File: src/rtl/rts_pkg.sv
// Package: table size, record type, cell operations and controller states.
`timescale 1ns / 1ps
package rts_pkg;

  localparam int ENTRIES = 8;
  localparam int CNT_W   = $clog2(ENTRIES);

  localparam int KIND_W  = 2;
  localparam int SLOT_W  = 3;
  localparam int NUM_W   = 16;
  localparam int HOUR_W  = 16;
  localparam int PAY_W   = 64;
  localparam int POS_W   = 3;

  localparam logic [KIND_W-1:0] KIND_LOAD   = 2'd0;
  localparam logic [KIND_W-1:0] KIND_SEARCH = 2'd1;
  localparam logic [KIND_W-1:0] KIND_SORT   = 2'd2;
  localparam logic [KIND_W-1:0] KIND_LIST   = 2'd3;

  typedef struct packed {
    logic [NUM_W-1:0]  num;
    logic [HOUR_W-1:0] hour;
    logic [PAY_W-1:0]  pay;
  } rec_t;

  // Per-cell operation, selected by the controller.
  typedef enum logic [2:0] {
    OP_HOLD,
    OP_LOAD,
    OP_ROT,   // take right neighbor (ring)
    OP_LOW,   // lower cell of a compare-exchange pair
    OP_UP     // upper cell of a compare-exchange pair
  } cell_op_t;

  typedef enum logic [1:0] {
    ST_IDLE,
    ST_SORT,
    ST_EMIT,
    ST_MISS
  } st_t;

endpackage

File: src/rtl/rts_in_if.sv
// Interfaces for the command channel and the result channel.
`timescale 1ns / 1ps
interface rts_in_if;
  import rts_pkg::*;
  logic              valid;
  logic              ready;
  logic [KIND_W-1:0] kind;
  logic [SLOT_W-1:0] slot;
  logic [NUM_W-1:0]  turn_number;
  logic [HOUR_W-1:0] hour;
  logic [PAY_W-1:0]  payload;
  modport source(output valid, kind, slot, turn_number, hour, payload, input ready);
  modport sink(input valid, kind, slot, turn_number, hour, payload, output ready);
endinterface

interface rts_out_if;
  import rts_pkg::*;
  logic              valid;
  logic              ready;
  logic              found;
  logic [POS_W-1:0]  position;
  logic [NUM_W-1:0]  turn_number_out;
  logic [HOUR_W-1:0] hour_out;
  logic [PAY_W-1:0]  payload_out;
  logic              last;
  modport source(output valid, found, position, turn_number_out, hour_out, payload_out,
                 last, input ready);
  modport sink(input valid, found, position, turn_number_out, hour_out, payload_out,
               last, output ready);
endinterface

File: src/rtl/record_table_sort_search_core.sv
// Top level: record table as a ring of cells with sort, search and list control.
// Load: writes one cell, no result. List and search hit: the ring rotates through every
//   position and records are registered in position order; search miss: one not-found word.
// Sort: ENTRIES odd-even transposition phases on hour, then every record is emitted as in list.
// Next word taken the cycle after the run ends; a blocked result word stalls rotation.
// Reset (rst_n low, synchronous) zeroes every record and idles the controller.
`timescale 1ns / 1ps
module record_table_sort_search_core (
  input logic clk,
  input logic rst_n,
  rts_in_if.sink    in_ch,
  rts_out_if.source out_ch
);
  import rts_pkg::*;

  // ---------------------------------------------------------------------------
  // Controller state
  // ---------------------------------------------------------------------------
  st_t              state_r, state_nxt;
  logic [CNT_W-1:0] cnt_r, cnt_nxt;      // sort phase or rotation count
  logic             srch_r, srch_nxt;    // emit only matching records
  logic [ENTRIES-1:0] mask_r, mask_nxt;  // search hits, by table position

  rec_t     rec   [ENTRIES];
  cell_op_t op    [ENTRIES];
  rec_t     ld_rec;

  // output register
  logic              out_valid_r;
  logic              found_r, last_r;
  logic [POS_W-1:0]  pos_r;
  rec_t              orec_r;

  logic in_fire, out_free;
  logic emit_now;     // cell 0 holds a record that goes out this step
  logic step;         // ring rotates this cycle
  logic sort_en;
  logic miss_go;
  logic cnt_end;
  logic emit_last;
  logic [ENTRIES-1:0] hit;
  logic [ENTRIES-1:0] above;
  logic [31:0]        cnt32;

  assign in_fire  = in_ch.valid && in_ch.ready;
  assign out_free = !out_valid_r || out_ch.ready;
  assign cnt_end  = (cnt_r == CNT_W'(ENTRIES - 1));
  assign cnt32    = 32'(cnt_r);

  assign ld_rec = '{num: in_ch.turn_number, hour: in_ch.hour, pay: in_ch.payload};

  // per-cell match against the searched number
  always_comb begin
    for (int i = 0; i < ENTRIES; i++) begin
      hit[i] = (rec[i].num == in_ch.turn_number);
    end
  end

  // in a search, hits beyond the current position decide the last flag; else the final position does
  assign above     = (mask_r >> cnt_r) >> 1;
  assign emit_last = srch_r ? (above == '0) : cnt_end;

  // ---------------------------------------------------------------------------
  // Next state
  // ---------------------------------------------------------------------------
  always_comb begin
    state_nxt = state_r;
    cnt_nxt   = cnt_r;
    srch_nxt  = srch_r;
    mask_nxt  = mask_r;
    unique case (state_r)
      ST_IDLE: begin
        cnt_nxt = '0;
        if (in_fire) begin
          priority case (in_ch.kind)
            KIND_SEARCH: begin
              srch_nxt  = 1'b1;
              mask_nxt  = hit;
              state_nxt = (hit == '0) ? ST_MISS : ST_EMIT;
            end
            KIND_SORT: begin
              srch_nxt  = 1'b0;
              state_nxt = ST_SORT;
            end
            KIND_LIST: begin
              srch_nxt  = 1'b0;
              state_nxt = ST_EMIT;
            end
            default: state_nxt = ST_IDLE;   // load: done in the accept cycle
          endcase
        end
      end
      ST_SORT: begin
        cnt_nxt = cnt_r + 1'b1;
        if (cnt_end) begin
          cnt_nxt   = '0;
          state_nxt = ST_EMIT;
        end
      end
      ST_EMIT: begin
        if (step) begin
          cnt_nxt = cnt_r + 1'b1;
          if (cnt_end) begin
            cnt_nxt   = '0;
            state_nxt = ST_IDLE;
          end
        end
      end
      ST_MISS: begin
        if (out_free) state_nxt = ST_IDLE;
      end
      default: state_nxt = ST_IDLE;
    endcase
  end

  // ---------------------------------------------------------------------------
  // Outputs of the controller
  // ---------------------------------------------------------------------------
  always_comb begin
    in_ch.ready = 1'b0;
    emit_now    = 1'b0;
    step        = 1'b0;
    sort_en     = 1'b0;
    miss_go     = 1'b0;
    unique case (state_r)
      ST_IDLE: in_ch.ready = 1'b1;
      ST_SORT: sort_en = 1'b1;
      ST_EMIT: begin
        emit_now = srch_r ? mask_r[cnt_r] : 1'b1;
        step     = !emit_now || out_free;   // stall only on a blocked word
      end
      ST_MISS: miss_go = out_free;
      default: in_ch.ready = 1'b0;
    endcase
  end

  // ---------------------------------------------------------------------------
  // Cell ring
  // ---------------------------------------------------------------------------
  for (genvar i = 0; i < ENTRIES; i++) begin : g_cell
    localparam int RI = (i + 1) % ENTRIES;
    localparam int LI = (i + ENTRIES - 1) % ENTRIES;

    always_comb begin
      op[i] = OP_HOLD;
      if (in_fire && (in_ch.kind == KIND_LOAD) && (32'(in_ch.slot) == i)) begin
        op[i] = OP_LOAD;   // out-of-range slots match no cell
      end else if ((state_r == ST_EMIT) && step) begin
        op[i] = OP_ROT;
      end else if (sort_en) begin
        // phase parity picks even or odd pairs
        if (((i % 2) == int'(cnt_r[0])) && (i < ENTRIES - 1)) begin
          op[i] = OP_LOW;
        end else if (((i % 2) != int'(cnt_r[0])) && (i > 0)) begin
          op[i] = OP_UP;
        end
      end
    end

    rts_cell u_cell (
      .clk   (clk),
      .rst_n (rst_n),
      .op    (op[i]),
      .ld    (ld_rec),
      .lft   (rec[LI]),
      .rgt   (rec[RI]),
      .q     (rec[i])
    );
  end

  // ---------------------------------------------------------------------------
  // Registers
  // ---------------------------------------------------------------------------
  always_ff @(posedge clk) begin
    if (!rst_n) begin
      state_r     <= ST_IDLE;
      cnt_r       <= '0;
      srch_r      <= 1'b0;
      mask_r      <= '0;
      out_valid_r <= 1'b0;
    end else begin
      state_r  <= state_nxt;
      cnt_r    <= cnt_nxt;
      srch_r   <= srch_nxt;
      mask_r   <= mask_nxt;
      if ((emit_now && out_free) || miss_go) begin
        out_valid_r <= 1'b1;
      end else if (out_ch.ready) begin
        out_valid_r <= 1'b0;
      end
    end
  end

  // result word: cell 0 holds the record at position cnt_r; a search miss gives a not-found word
  always_ff @(posedge clk) begin
    if (emit_now && out_free) begin
      found_r <= 1'b1;
      last_r  <= emit_last;
      pos_r   <= cnt32[POS_W-1:0];
      orec_r  <= rec[0];
    end else if (miss_go) begin
      found_r <= 1'b0;
      last_r  <= 1'b1;
      pos_r   <= '0;
      orec_r  <= '0;
    end
  end

  assign out_ch.valid           = out_valid_r;
  assign out_ch.found           = found_r;
  assign out_ch.last            = last_r;
  assign out_ch.position        = pos_r;
  assign out_ch.turn_number_out = orec_r.num;
  assign out_ch.hour_out        = orec_r.hour;
  assign out_ch.payload_out     = orec_r.pay;

  // ---------------------------------------------------------------------------
  // Assertions
  // ---------------------------------------------------------------------------
  a_busy_no_accept: assert property (@(posedge clk) disable iff (!rst_n)
    (state_r != ST_IDLE) |-> !in_ch.ready)
    else $error("word accepted while ring busy");

  a_cnt_range: assert property (@(posedge clk) disable iff (!rst_n)
    cnt_r <= CNT_W'(ENTRIES - 1))
    else $error("phase/rotation count out of range");

  a_list_every_step: assert property (@(posedge clk) disable iff (!rst_n)
    ((state_r == ST_EMIT) && !srch_r) |-> emit_now)
    else $error("list/sort run skipped a record");

  a_sort_to_emit: assert property (@(posedge clk) disable iff (!rst_n)
    ((state_r == ST_SORT) && cnt_end) |=> (state_r == ST_EMIT))
    else $error("sort did not hand over to emit");

endmodule

File: src/rtl/rts_cell.sv
// One table cell: holds a record, loads, rotates or compare-exchanges with a neighbor.
`timescale 1ns / 1ps
module rts_cell (
  input  logic              clk,
  input  logic              rst_n,
  input  rts_pkg::cell_op_t op,
  input  rts_pkg::rec_t     ld,
  input  rts_pkg::rec_t     lft,
  input  rts_pkg::rec_t     rgt,
  output rts_pkg::rec_t     q
);
  import rts_pkg::*;

  rec_t rec_r, rec_nxt;

  always_comb begin
    rec_nxt = rec_r;
    unique case (op)
      OP_HOLD: rec_nxt = rec_r;
      OP_LOAD: rec_nxt = ld;
      OP_ROT:  rec_nxt = rgt;
      // strict compare keeps equal hours in place
      OP_LOW:  if (rec_r.hour > rgt.hour) rec_nxt = rgt;
      OP_UP:   if (lft.hour > rec_r.hour) rec_nxt = lft;
      default: rec_nxt = rec_r;
    endcase
  end

  always_ff @(posedge clk) begin
    if (!rst_n) begin
      rec_r <= '0;
    end else begin
      rec_r <= rec_nxt;
    end
  end

  assign q = rec_r;

endmodule
File: src/flat_wrapper.sv
// flat-port wrapper written by rule: the top's interface ports become plain ports
module record_table_sort_search_core_flat import rts_pkg::*;
  (clk, rst_n, in_ch_valid, in_ch_kind, in_ch_slot, in_ch_turn_number, in_ch_hour, in_ch_payload, in_ch_ready, out_ch_valid, out_ch_found, out_ch_position, out_ch_turn_number_out, out_ch_hour_out, out_ch_payload_out, out_ch_last, out_ch_ready);
  rts_in_if in_ch_i ();
  rts_out_if out_ch_i ();
  input logic clk;
  input logic rst_n;
  input wire logic [$bits(in_ch_i.valid)-1:0] in_ch_valid;
  input wire logic [$bits(in_ch_i.kind)-1:0] in_ch_kind;
  input wire logic [$bits(in_ch_i.slot)-1:0] in_ch_slot;
  input wire logic [$bits(in_ch_i.turn_number)-1:0] in_ch_turn_number;
  input wire logic [$bits(in_ch_i.hour)-1:0] in_ch_hour;
  input wire logic [$bits(in_ch_i.payload)-1:0] in_ch_payload;
  output wire logic [$bits(in_ch_i.ready)-1:0] in_ch_ready;
  output wire logic [$bits(out_ch_i.valid)-1:0] out_ch_valid;
  output wire logic [$bits(out_ch_i.found)-1:0] out_ch_found;
  output wire logic [$bits(out_ch_i.position)-1:0] out_ch_position;
  output wire logic [$bits(out_ch_i.turn_number_out)-1:0] out_ch_turn_number_out;
  output wire logic [$bits(out_ch_i.hour_out)-1:0] out_ch_hour_out;
  output wire logic [$bits(out_ch_i.payload_out)-1:0] out_ch_payload_out;
  output wire logic [$bits(out_ch_i.last)-1:0] out_ch_last;
  input wire logic [$bits(out_ch_i.ready)-1:0] out_ch_ready;
  assign in_ch_i.valid = in_ch_valid;
  assign in_ch_i.kind = in_ch_kind;
  assign in_ch_i.slot = in_ch_slot;
  assign in_ch_i.turn_number = in_ch_turn_number;
  assign in_ch_i.hour = in_ch_hour;
  assign in_ch_i.payload = in_ch_payload;
  assign in_ch_ready = in_ch_i.ready;
  assign out_ch_valid = out_ch_i.valid;
  assign out_ch_found = out_ch_i.found;
  assign out_ch_position = out_ch_i.position;
  assign out_ch_turn_number_out = out_ch_i.turn_number_out;
  assign out_ch_hour_out = out_ch_i.hour_out;
  assign out_ch_payload_out = out_ch_i.payload_out;
  assign out_ch_last = out_ch_i.last;
  assign out_ch_i.ready = out_ch_ready;
  record_table_sort_search_core u_core (.clk(clk), .rst_n(rst_n), .in_ch(in_ch_i), .out_ch(out_ch_i));
endmodule
File: config.mk
export PLATFORM = sky130hd
export DESIGN_NAME = record_table_sort_search_core_flat
export DESIGN_NICKNAME = d
export VERILOG_FILES = /design/src/rtl/rts_pkg.sv /design/src/rtl/rts_in_if.sv /design/src/rtl/record_table_sort_search_core.sv /design/src/rtl/rts_cell.sv /design/src/flat_wrapper.sv
export SDC_FILE = /design/constraint.sdc
export NUM_CORES = 2
export LEC_CHECK = 0
export ABC_AREA = 1
export ABC_CLOCK_PERIOD_IN_PS = 17900
export BUFFER_PORTS_ARGS = -buffer_cell sky130_fd_sc_hd__buf_4
export CORE_ASPECT_RATIO = 0.9
export CORE_MARGIN = 3
export CORE_UTILIZATION = 40
export DETAILED_ROUTE_END_ITERATION = 6
export SLEW_MARGIN = 20
export SYNTH_ARGS = -nofsm -noshare
export SYNTH_HDL_FRONTEND = slang
export SYNTH_SLANG_ARGS = --single-unit
File: constraint.sdc
create_clock -name clk -period 17.9 [get_ports clk]
set_input_delay 3.58 -clock clk [delete_from_list [all_inputs] [get_ports clk]]
set_output_delay 3.58 -clock clk [all_outputs]
set_load 0.01 [all_outputs]
==> out/results.ini <==
[timing]
period_share_pct=49.27
slew_headroom_pct=19.12
fmax_mhz=113.4
min_period_ns=8.820
fin_ws_ns=9.080
hold_viol=0
drv_slew=0
skew_ns=0.02770
finalSetupViolCount=0
fin_setup_tns_ns=0
rsz0062_at_grt=false
worst_pin_slew_ns=1.213

[worst_setup_path]
r2r-start=u_core.state_r[1]$_SDFFE_PN0P_
r2r_end=u_core.g_cell[0].u_cell.q[68]$_SDFFE_PN0P_
worstPathRequired_ns=18.52
end_kind=flip-flop
cp_slowest_stage_delay_ns=0.95
crit_type=in -> reg
cp_slowest_cell=buf_4
r2r.worst_path.cells=16
cp_cell_sequence=buf_4 > nor2_1 > nand2_2 > nand2_4 > nand2_8 > nand2_8 > inv_1 > ha_1 > inv_1 > nand2_4 > nand2_4 > buf_4 > o211ai_1 > nand3_1 > inv_1
worst-path-max-fanout=114
cp_data_arrival_time_ns=9.44
rrSetupSlack_ns=10.92
startpoint_type=input pin

[die]
start_util_pct=40.42
dieArea_um2=139700
core_area_um2=133800
dieWidth_um=393.6
die_h_um=354.8
num_rows=127
ioPinCount=208

[logic_synthesis]
synth_area_leaders=dfxtp_1 (29%), nand2_1 (20%), nand3_1 (13%)
yosysWarnings=0
synth-async-reset-ratio_pct=0
ys_seq_area_share_pct=34.57
synth_cells=8943
synth_cell_types=42
ys_ff_latch=884
synth.avg_cell_area_um2=6.048
ys.flop_type=dfxtp_1
yosysTopAreaCellShare_pct=29.02
synth_edf_count=100
synth_nets=9169
yosys.area.top_type=dfxtp_1
synthesis.area_um2=54090

[pwr]
leakage_nw=29.32
p_int_mw=6.016
cellPowerDensity_nw_per_um2=207.7
clkPwrFrac_pct=17.9
switching_share_pct=50.90
p_sw_mw=6.237
pwr-share-seq_pct=28.7
p_comb_share_pct=53.4
peakVddDrop_v=0.0003379

[clock_network]
htreeDepth=3
cts_resized=0
cts_setup_buffers=0
cts_buffer_depth=3
cts.clk_slew.worst_paths_ns=0.06
clk_latency_ns=0.75
ctsHoldBuffers=0
cts_made_buffers=105
cts_root_buf=clkbuf_16
cts_sinks=884
cts_tree=done

[drt]
wire_per_inst_um=19.69
wl_mm=207.7
drcViolationCount=0
antenna_left=0
num_vias=56490
first_pass_iters=6
drt_iter0_markers=5778
vias_per_cell=5.355

[global_route]
grt_pass1_vias=52890
grt_pass1_wl_mm=318.9
antenna_found_initial=8
grt_start_max_net_pins=144
grt_usage_pct=28.74
grt_overflow=0

[cells_and_area]
seqCellArea_um2=18700
drive_above_1_share_pct=5.711
final_nets=8872
nFillCells=14210
final_util_pct=44.10
area_growth_pct=9.096
multiInputGateArea_um2=29250

[worst_hold_path]
min_from=u_core.out_ch.found$_SDFFE_PP1P_
whs_path_depth=2
hold_class=reg -> reg
hold_path_end=u_core.out_ch.found$_SDFFE_PP1P_

[flow_run]
maxCapViolCount=0

[place]
preCtsSetupSlack_ns=8.488
gp_congestion=0.8708
port-buffer-count=207
hpwl_mm=116.2

[run_status]
status=complete, no violations

[kinds of logic (layout without fill, tap and decap cells)]
logic type	Yosys count	count (layout)	share of synthesized area (%)
simple gates	5953	5953	45.26
buf+inv	1543	1338	11.82
flops	884	884	34.57
compound gates	323	323	3.627
fa+ha+maj	121	121	2.799
xor+xnor	118	118	1.911
mux	1	1	0.01851
other cells	0	4	0
[cell type report]
| class | instances | area share [%] |
|---|---|---|
| diodes | 4 | 0.01696 |
| clock buffers | 140 | 4.934 |
| clock inverters | 59 | 0.8630 |
| inverters | 860 | 5.484 |
| multi-input cells | 6516 | 49.57 |
| flip-flops and latches | 884 | 31.69 |
| well taps | 1806 | 3.830 |
| repair buffers | 279 | 3.609 |
[worst max path at each step]
stage            startpoint                                    endpoint  depth (start not counted)
2_1_floorplan  out_ch_ready     u_core.out_ch.hour_out[0]$_SDFFCE_PN0P_                          2
3_3_place_gp   out_ch_ready   u_core.g_cell[0].u_cell.q[8]$_SDFFE_PN0P_                         15
3_5_place_dp   out_ch_ready  u_core.g_cell[0].u_cell.q[21]$_SDFFE_PN0P_                         15
4_1_cts        out_ch_ready  u_core.g_cell[0].u_cell.q[21]$_SDFFE_PN0P_                         15
5_1_grt        out_ch_ready  u_core.g_cell[0].u_cell.q[75]$_SDFFE_PN0P_                         15
6_report       out_ch_ready  u_core.g_cell[0].u_cell.q[68]$_SDFFE_PN0P_                         15
[placed cells by master, fill, tap and decap left out, types with 11 or more instances in the layout]
master and n:
nand3_1 1404, xnor2_1 93, nand2_1 2802, clkbuf_1 22, ha_1 121, dfxtp_1 784, edfxtp_1 100, o21ai_0 116
nand4_1 81, a21oi_1 59, nand2_4 16, nor2_1 1613, o211ai_1 124, inv_1 849, clkinv_1 17, xor2_1 25
buf_4 275, clkbuf_8 11, clkbuf_16 107, clkinv_2 23
[state kept, by name, summed over array words and instances (netlist names)]
name / cells
u_core.out_ch.found: 1
u_core.out_ch.hour_out: 16
u_core.out_ch.position: 3
u_core.out_ch.last: 1
u_core.g_cell.u_cell.q: 768
u_core.out_ch.valid: 1
u_core.mask_r: 8
u_core.srch_r: 1
u_core.out_ch.payload_out: 64
u_core.cnt_r: 3
u_core.state_r: 2
u_core.out_ch.turn_number_out: 16
[per-layer routing]
metal  vias to the layer above  GRT usage, %  routed length [µm]
li1                      27200             -                   -
met2                      2508         46.25               92420
met3                       451         5.441               18790
met5                         -             0                  36
met4                         6         10.15                7145
met1                     26330         38.49               89310
[per-stage QoR]
step / power, mW / hold slack [ns] / cell area [µm²] / cells
3_3_place_gp: 9.786 / 0.4688 / 55540 / 10340
5_1_grt: 13.20 / 0.5240 / 59000 / 10550
2_1_floorplan: 7.998 / 0.4640 / 54090 / 8943
3_5_place_dp: 9.933 / 0.4652 / 55540 / 10340
6_report: 12.25 / 0.4684 / 59010 / 10550
4_1_cts: 12.16 / 0.4730 / 58960 / 10540
[worst max-delay path: cells and delay by family]
family / cells / cell delay [ns]
AO/OA/AOI/OAI: 1 / 0.21
adder cells (fa/ha/maj): 1 / 0.27
buffers and inverters: 5 / 1.32
AND/OR/NAND/NOR: 8 / 3.91
[power by group through the flow]
| stage | registers (mW) | logic [mW] | clock network [mW] |
|---|---|---|---|
| finish | 3.51 | 6.54 | 2.20 |
| CTS | 3.49 | 6.44 | 2.23 |
| global route | 3.60 | 7.30 | 2.30 |
| floorplan | 3.39 | 4.61 | 0 |
| detailed placement | 3.52 | 6.41 | 0 |
| global placement | 3.51 | 6.27 | 0 |
[cell usage after synthesis, types with 2 or more instances]
master and instances:
dfxtp_1 784, o21ai_1 8, nand2_4 4, clkbuf_1 257, nand2_2 8, a211oi_1 3, nor2_1 1613, buf_1 70
or2_2 3, clkbuf_2 10, a21o_1 3, ha_1 121, nor3_1 3, nor2_4 7, buf_6 15, buf_4 23
inv_2 10, o211ai_1 124, o21a_1 2, a21oi_1 59, inv_1 849, nor2_2 5, nand2_1 2812, nand3_1 1412
xnor2_1 93, edfxtp_1 100, buf_2 308, a31oi_1 3, o21ai_0 117, nand4_1 81, xor2_1 25
No activity file was read; power rests on OpenSTA's default activity.
